**config.mk**
```make
export PLATFORM = sky130hd
export DESIGN_NAME = sphb_ctrl
export DESIGN_NICKNAME = d
export VERILOG_FILES = /design/src/rtl/core/sphb_pkg.sv /design/src/rtl/core/sphb_ctrl.sv
export SDC_FILE = /design/constraint.sdc
export NUM_CORES = 1
export LEC_CHECK = 0
export BUFFER_PORTS_ARGS = -buffer_cell sky130_fd_sc_hd__buf_4
export CAP_MARGIN = 25
export CORE_AREA = 2 2 39 41
export CTS_BUF_LIST = sky130_fd_sc_hd__clkbuf_8
export DETAILED_ROUTE_END_ITERATION = 12
export DIE_AREA = 0 0 41 43
export PLACE_DENSITY = 0.36
export SLEW_MARGIN = 30
export SYNTH_ARGS = -nofsm -noshare
export SYNTH_HDL_FRONTEND = slang
export SYNTH_SLANG_ARGS = --single-unit
```
**constraint.sdc**
```tcl
create_clock -name clk -period 2.4 [get_ports clk]
set_input_delay 0 -clock clk [delete_from_list [all_inputs] [get_ports clk]]
set_output_delay 0 -clock clk [all_outputs]
set_load 0.005 [all_outputs]
```
**src/rtl/core/sphb_pkg.sv**
```systemverilog
// Shared types and constants for the sequenced power history buffer.
package sphb_pkg;

    localparam int DEF_HISTORY_DEPTH = 128;
    localparam int DEF_TIME_WIDTH    = 48;
    localparam int DEF_LAST_ID       = 255;

    localparam int IN_DATA_W  = 104;
    localparam int OUT_DATA_W = 120;
    localparam int APB_ADDR_W = 3;

    localparam logic [7:0] GOOD_LENGTH       = 8'd5;
    localparam logic [7:0] LIMIT_RESET       = 8'd128;
    localparam logic       REG_RECORD_LIMIT  = 1'b0;
    localparam logic       ACTION_ADD        = 1'b0;
    localparam logic       ACTION_READ       = 1'b1;

    typedef enum logic [2:0] {
        ST_IDLE = 3'b001,
        ST_READ = 3'b010,
        ST_OUT  = 3'b100
    } state_t;

    typedef struct packed {
        logic do_add;
        logic do_read;
        logic out_read;
    } sphb_cmd_t;

endpackage

```
**src/rtl/core/sphb_ctrl.sv**
```systemverilog
// Controller state machine: handshakes and datapath commands.
module sphb_ctrl (
    input  logic               clk,
    input  logic               rst_n,
    input  logic               in_valid,
    input  logic               in_action,
    input  logic               out_ready,
    output logic               in_ready,
    output logic               out_valid,
    output sphb_pkg::sphb_cmd_t cmd
);

    sphb_pkg::state_t state_reg;
    sphb_pkg::state_t state_next;
    logic             take;

    assign in_ready  = (state_reg == sphb_pkg::ST_IDLE) ||
                       ((state_reg == sphb_pkg::ST_OUT) && out_ready);
    assign out_valid = (state_reg == sphb_pkg::ST_OUT);
    assign take      = in_valid && in_ready;

    assign cmd.do_add   = take && (in_action == sphb_pkg::ACTION_ADD);
    assign cmd.do_read  = take && (in_action == sphb_pkg::ACTION_READ);
    assign cmd.out_read = (state_reg == sphb_pkg::ST_READ);

    always_comb
    begin
        state_next = state_reg;
        case (state_reg)
            sphb_pkg::ST_IDLE,
            sphb_pkg::ST_OUT:
            begin
                if (take)
                begin
                    state_next = (in_action == sphb_pkg::ACTION_READ) ? sphb_pkg::ST_READ
                                                                      : sphb_pkg::ST_OUT;
                end
                else if (state_reg == sphb_pkg::ST_OUT && out_ready)
                begin
                    state_next = sphb_pkg::ST_IDLE;
                end
            end
            sphb_pkg::ST_READ:
            begin
                state_next = sphb_pkg::ST_OUT;
            end
            default:
            begin
                state_next = sphb_pkg::ST_IDLE;
            end
        endcase
    end

    always_ff @(posedge clk or negedge rst_n)
    begin
        if (!rst_n)
        begin
            state_reg <= sphb_pkg::ST_IDLE;
        end
        else
        begin
            state_reg <= state_next;
        end
    end

endmodule

```
==> results of run 1 <==
logic make-up (layout without fill, tap and decap cells):
logic type | Yosys count | after routing | synth area share, %
buffers and inverters | 2 | 16 | 3.92
AND/OR/NAND/NOR | 11 | 11 | 37.3
flip-flops | 3 | 3 | 39.9
AO/OA/AOI/OAI | 5 | 5 | 19.0
power by group:
group | switching [mW] | internal (mW) | total [mW]
sequential | 0.0229 | 0.0737 | 0.0965
clock | 0.0319 | 0.109 | 0.141
combinational | 0.0516 | 0.0688 | 0.120
stage by stage:
step / hold slack (ns) / util (%) / worst slack, ns / cell area, µm²
3_3_place_gp: -0.208 / 20.2 / 1.29 / 279
5_1_grt: 0.0761 / 24.1 / 0.987 / 334
6_report: 0.0521 / 24.1 / 1.04 / 334
4_1_cts: 0.0511 / 24.1 / 1.05 / 334
3_5_place_dp: -0.208 / 20.2 / 1.28 / 279
2_1_floorplan: -0.296 / - / 1.33 / 191
cell usage in the layout, fill, tap and decap left out:
| master | instances |
|---|---|
| buf_4 | 9 |
| nand2b_1 | 3 |
| inv_1 | 3 |
| clkbuf_8 | 3 |
| and3_1 | 2 |
| dfrtp_1 | 2 |
| nand3b_1 | 1 |
| a21oi_2 | 1 |
| nor3_2 | 1 |
| a211oi_1 | 1 |
| nor2_1 | 1 |
| nand2_1 | 1 |
| nor4b_1 | 1 |
| a211o_1 | 1 |
| nor2b_1 | 1 |
| o22ai_1 | 1 |
| a21oi_1 | 1 |
| dlygate4sd3_1 | 1 |
| dfstp_2 | 1 |
metal layers:
| metal | global-route usage, % | wire length [µm] |
|---|---|---|
| met5 | 0 | 0 |
| met4 | 6.00 | 0 |
| met3 | 4.71 | 74 |
| met2 | 8.13 | 192 |
| met1 | 8.09 | 229 |
path summary, 6_finish.rpt:
kind,startpoint,to,slack [ns]
hold / removal,in_action,state_reg[1]$_DFFE_PN0P_,0.05
setup / recovery,state_reg[0]$_DFFE_PN1P_,cmd[1],1.04
max in group asynchronous,rst_n,state_reg[0]$_DFFE_PN1P_,2.11
hold reg to reg,state_reg[1]$_DFFE_PN0P_,state_reg[0]$_DFFE_PN1P_,0.60
setup reg to reg,state_reg[0]$_DFFE_PN1P_,state_reg[2]$_DFFE_PN0P_,1.29
min in group asynchronous,rst_n,state_reg[2]$_DFFE_PN0P_,0.11
cell type report:
class | instances | area, µm² | share of cell area (%)
multi-input combinational | 16 | 108 | 32.2
clock buffer | 3 | 41.3 | 12.4
clock inverter | 1 | 3.75 | 1.12
timing repair buffer | 10 | 77.6 | 23.2
tap | 16 | 20.0 | 5.99
inverter | 2 | 7.51 | 2.25
sequential | 3 | 76.3 | 22.8
==> results.md, run 1 <==
* Cell Rows at 14
* Diode count at 0
* Antenna violations before repair at 0
* Post_cts resized at 0
* Number of setup violations in the final report at 0
* CTS HTree Levels at 1
* Synth-to-Final Area Change at 74.5%
* PortBufs at 9
* Max incr delay on CP at between 0.5 and 0.6 ns
* Crit-path max FO at 5
* Max reg flops at 3
* First-pass GRT wire length at 759 µm
* Via count at slightly above 200
* Crit-path cells: nand2b_1, a21oi_2, and3_1, buf_4
* Status: finished, final reports clean
* Initial cell density of the core at between 10% and 20%
* Hold buffer count at cts at 1
* # nets final at between 40 and 50
* Distinct cells, synth at 16
* DP HPWL at around 400 µm
* Worst vdd ir at around 0.00027 V
* Clock buffer depth at 2
* Number of global-route vias before repair at ~200
* Final slew viol count at 0
* Max_cap viols at 0
* Period utilization at 56.5%
* Num CTS Buffers at 3
* Mapped Cells at 21
* GP Congestion at between 0.5 and 0.6
* WHS Path Cells at 2
* Worst Reg-to-Reg Cells at 3
* Synthesized area at 191 µm²
* Worst setup path class: reg2out
* Largest net degree at the start of global routing at 6
* Post-synth top area share at 26.1%
* Non-Filler Instances at 51
* # IOs at 10
* Synth top area cells: dfrtp_1 (26%), dfstp_2 (14%), nand2b_1 (9.8%)
* Post-Route WL at around 500 µm
* Die span in y at between 40 and 50 µm
* Tmin final at ~1.4 ns
* Post-Syn Area per Cell at between 9 and 10 µm²
* Hold Fails Final Rpt at 0
* Syn_nets at 26
* Most common cell in the synthesized netlist: nand2b_1
* TritonCTS clock tree: yes
* Initial DRC count at 5
* Residual DRC at 0
* Area leader, netlist: dfrtp_1
* FF+latch count, synth at 3
* DP Cell Count at 46
* Slowest CP cell: dfstp_2
* Avg WL per Cell at just under 10 µm
* CP Capture Type: output pin
* Synth Flop Type: dfrtp_1
* Slew @ Worst Pin at about 0.24 ns
* EDFF count, synth at 0
* Crit path arrival time at between 1 and 1.5 ns
* Die width at roughly 41 µm
* Clk sink count at 3
* Via density at ~4
* Max-Slew Margin vs Limit at 83.9%
* Startpoint types: flip-flop
* Post-synth top cells: nand2b_1 (3), and3_1 (2), dfrtp_1 (2), inv_1 (2)
* Buffers and inverters on the worst path at 1
* Fin Setup TNS at 0 ns
* Sequential area share after synthesis at about 40%
* P per Cell Area at around 1100 nW/µm²
* Fillcell total at 156
* Largest delay contributor family on the critical path: flip-flops
* Core footprint at ~1400 µm²
* 1st-pass router iterations at 2
* Pwr Total at approximately 360 µW
* Path type of the worst min-delay path: in2reg
* Gr ovfl total at 0
* Setup Fix Bufs, Post-CTS at 0
* Leak pwr at 0.166 nW
* Ys Warns at 0
* Fraction of layout cells with a size suffix above 1 at around 43%
* Die ar. at around 1800 µm²
* Antenna viol nets, final at 0
* WP data required at between 2 and 2.5 ns
* Worst path depth at 4
* FFs w/ async S/R, synth at 100%
* GRT Resource Usage Total at 6.94%
* Fmax at between 0.7 and 0.8 GHz
* Clk Latency, worst-skew pair at 0.21 ns
* RSZ-0062 raised after global routing: no
* CTS clock-pin slew for the worst setup and hold paths at roughly 0.030 ns
* Clock skew at between 0.0009 and 0.001 ns
* CTS Root Cell: clkbuf_8
Note: power is estimated with default switching activity, not from simulation.
==> inputs of run 2 (changes only) <==
==> constraint.sdc (replaced) <==
create_clock -name clk -period 1.4 [get_ports clk]
set_input_delay 0 -clock clk [delete_from_list [all_inputs] [get_ports clk]]
set_output_delay 0 -clock clk [all_outputs]
set_load 0.005 [all_outputs]
==> run 2 against run 1 <==
  * Global-route usage rose by 0.21 points
  * Via count grew 5.4%
  * Largest cell class unchanged
  * Die area unchanged
  * Critical endpoint unchanged
  * Hold slack got worse by 0.0013 ns
  * Non-clock buffer count did not move
  * Sequential power rose by 71%
==> results.md, run 2 (synthesized netlist as in run 1, its figures left out) <==
* Most frequent cells in the layout: buf_4 (9), nand2b_1 (3), inv_1 (3), clkbuf_8 (3)
* Clk sink count at 3
* RR Startpoint: state_reg[0]$_DFFE_PN1P_
* Worst setup path class: reg2out
* Core footprint at 1380 µm²
* Fillcell total at about 160
* Path type of the worst min-delay path: in2reg
* GP Congestion at 0.638
* Max-Slew Margin vs Limit at approximately four fifths
* Initial cell density of the core at between 10% and 20%
* WP data required at around 1.4 ns
* Antenna violations before repair at 0
* P per Cell Area at about 1800 nW/µm²
* Commonest non-fill, non-tap cell in the layout: buf_4
* Crit path to: cmd[1]
* Largest delay contributor family on the critical path: flip-flops
* Diode count at 0
* Die span in y at around 43 µm
* # nets final at 41
* Hold_sp: in_action
* Gr ovfl total at 0
* Worst vdd ir at 0.000636 V
* Period utilization at between 90 and 100%
* Setup Fix Bufs, Post-CTS at 0
* Die width at 41 µm
* Startpoint types: flip-flop
* Slowest CP cell: dfstp_2
* Switching Share at 29.5%
* TritonCTS clock tree: yes
* Tmin final at 1.33 ns
* Via density at roughly 4.2
* Die ar. at 1760 µm²
* Clock skew at about 0.0027 ns
* Clk Latency, worst-skew pair at approximately 0.21 ns
* GRT Resource Usage Total at under 10%
* Num CTS Buffers at 3
* Status: finished, final reports clean
* Pint at 431 µW
* CTS Root Cell: clkbuf_8
* PortBufs at 9
* Fraction of layout cells with a size suffix above 1 at 42.9%
* Max incr delay on CP at ~0.55 ns
* Clock share of power at 38.9%
* # IOs at 10
* Via count at 215
* Fin Setup TNS at 0 ns
* Largest net degree at the start of global routing at 6
* Sequential share of power at a little over a quarter
* CTS HTree Levels at 1
* Antenna viol nets, final at 0
* Buffers and inverters on the worst path at 1
* Clock buffer depth at 2
* Fmax at around 0.75 GHz
* CP Capture Type: output pin
* Crit-path max FO at 5
* R2r endpoint: state_reg[2]$_DFFE_PN0P_
* Synth-to-Final Area Change at 74.5%
* Hold Fails Final Rpt at 0
* Leak pwr at around 0.17 nW
* Avg WL per Cell at between 10 and 15 µm
* Worst Reg-to-Reg Cells at 3
* Fin util at between 20 and 25%
* NetSw at 180 µW
* Post-Route WL at around 520 µm
* First-pass GRT wire length at 752 µm
* Crit path from: state_reg[0]$_DFFE_PN1P_
* 1st-pass router iterations at 2
* Final slew viol count at 0
* Cell Rows at 14
* Pwr Total at ~610 µW
* Max reg flops at 3
* Comb pwr share at roughly a third
* Max_cap viols at 0
* RSZ-0062 raised after global routing: no
* Crit-path cells: nand2b_1, a21oi_2, and3_1, buf_4
* Initial DRC count at 1
* Number of setup violations in the final report at 0
* CTS clock-pin slew for the worst setup and hold paths at 0.03 ns
* Worst path depth at 4
* Crit path arrival time at roughly 1.3 ns
* Residual DRC at 0
* Reg-to-reg slack, setup at 0.27 ns
* Number of global-route vias before repair at roughly 190
* Slew @ Worst Pin at between 0.2 and 0.3 ns
## run 2: per-stage QoR
stage	instances	instance area [µm²]	worst slack [ns]	hold slack (ns)
after floorplan	21	191	0.327	-0.296
after global placement	46	279	0.289	-0.208
after detailed placement	46	279	0.285	-0.209
after CTS	51	334	0.0685	0.0522
after global routing	51	334	0.00352	0.0668
final	51	334	0.0711	0.0508
## run 2: worst reg2reg max path, delay by kind of cell (launching register included)
| kind | cells | cell delay, ns |
|---|---|---|
| compound gates | 1 | 0.26 |
| flops | 1 | 0.55 |
| simple gates | 2 | 0.20 |
## run 2: timing repair
| action | CTS | global route |
|---|---|---|
| resized for setup | 0 | 0 |
| hold buffers | 1 | 0 |
| endpoints found under the hold margin | 3 | 0 |
## run 2: power groups by stage
stage                     Combinational [mW]  Sequential (mW)  Clock (mW)
final                                  0.208            0.165       0.237
after detailed placement               0.207            0.164           0
after CTS                              0.210            0.163       0.248
after global routing                   0.232            0.168       0.253
after floorplan                        0.118            0.156           0
after global placement                 0.208            0.163           0
## run 2: how the worst min path moves through the flow
| stage | to | slack (ns) | cells after the start |
|---|---|---|---|
| 2_1_floorplan | state_reg[1]$_DFFE_PN0P_ | -0.30 | 0 |
| 6_report | state_reg[1]$_DFFE_PN0P_ | 0.05 | 2 |
| 3_5_place_dp | state_reg[2]$_DFFE_PN0P_ | -0.21 | 1 |
| 3_3_place_gp | state_reg[2]$_DFFE_PN0P_ | -0.21 | 1 |
| 4_1_cts | state_reg[1]$_DFFE_PN0P_ | 0.05 | 2 |
| 5_1_grt | state_reg[1]$_DFFE_PN0P_ | 0.07 | 2 |
## run 2: cell type report
type                    instances  area, µm²  share of cell area (%)
multi-input cells              16        108                    32.2
repair buffers                 10       77.6                    23.2
flip-flops and latches          3       76.3                    22.8
clock buffers                   3       41.3                    12.4
well taps                      16       20.0                    5.99
inverters                       2       7.51                    2.25
clock inverters                 1       3.75                    1.12
## run 2: metal layers
layer	part of all wire (%)	global-route usage [%]	up-vias
met5	0	0	-
met4	0	6.00	0
met1	41	6.49	103
met2	43	8.75	10
met3	16	7.33	0
li1	-	-	102
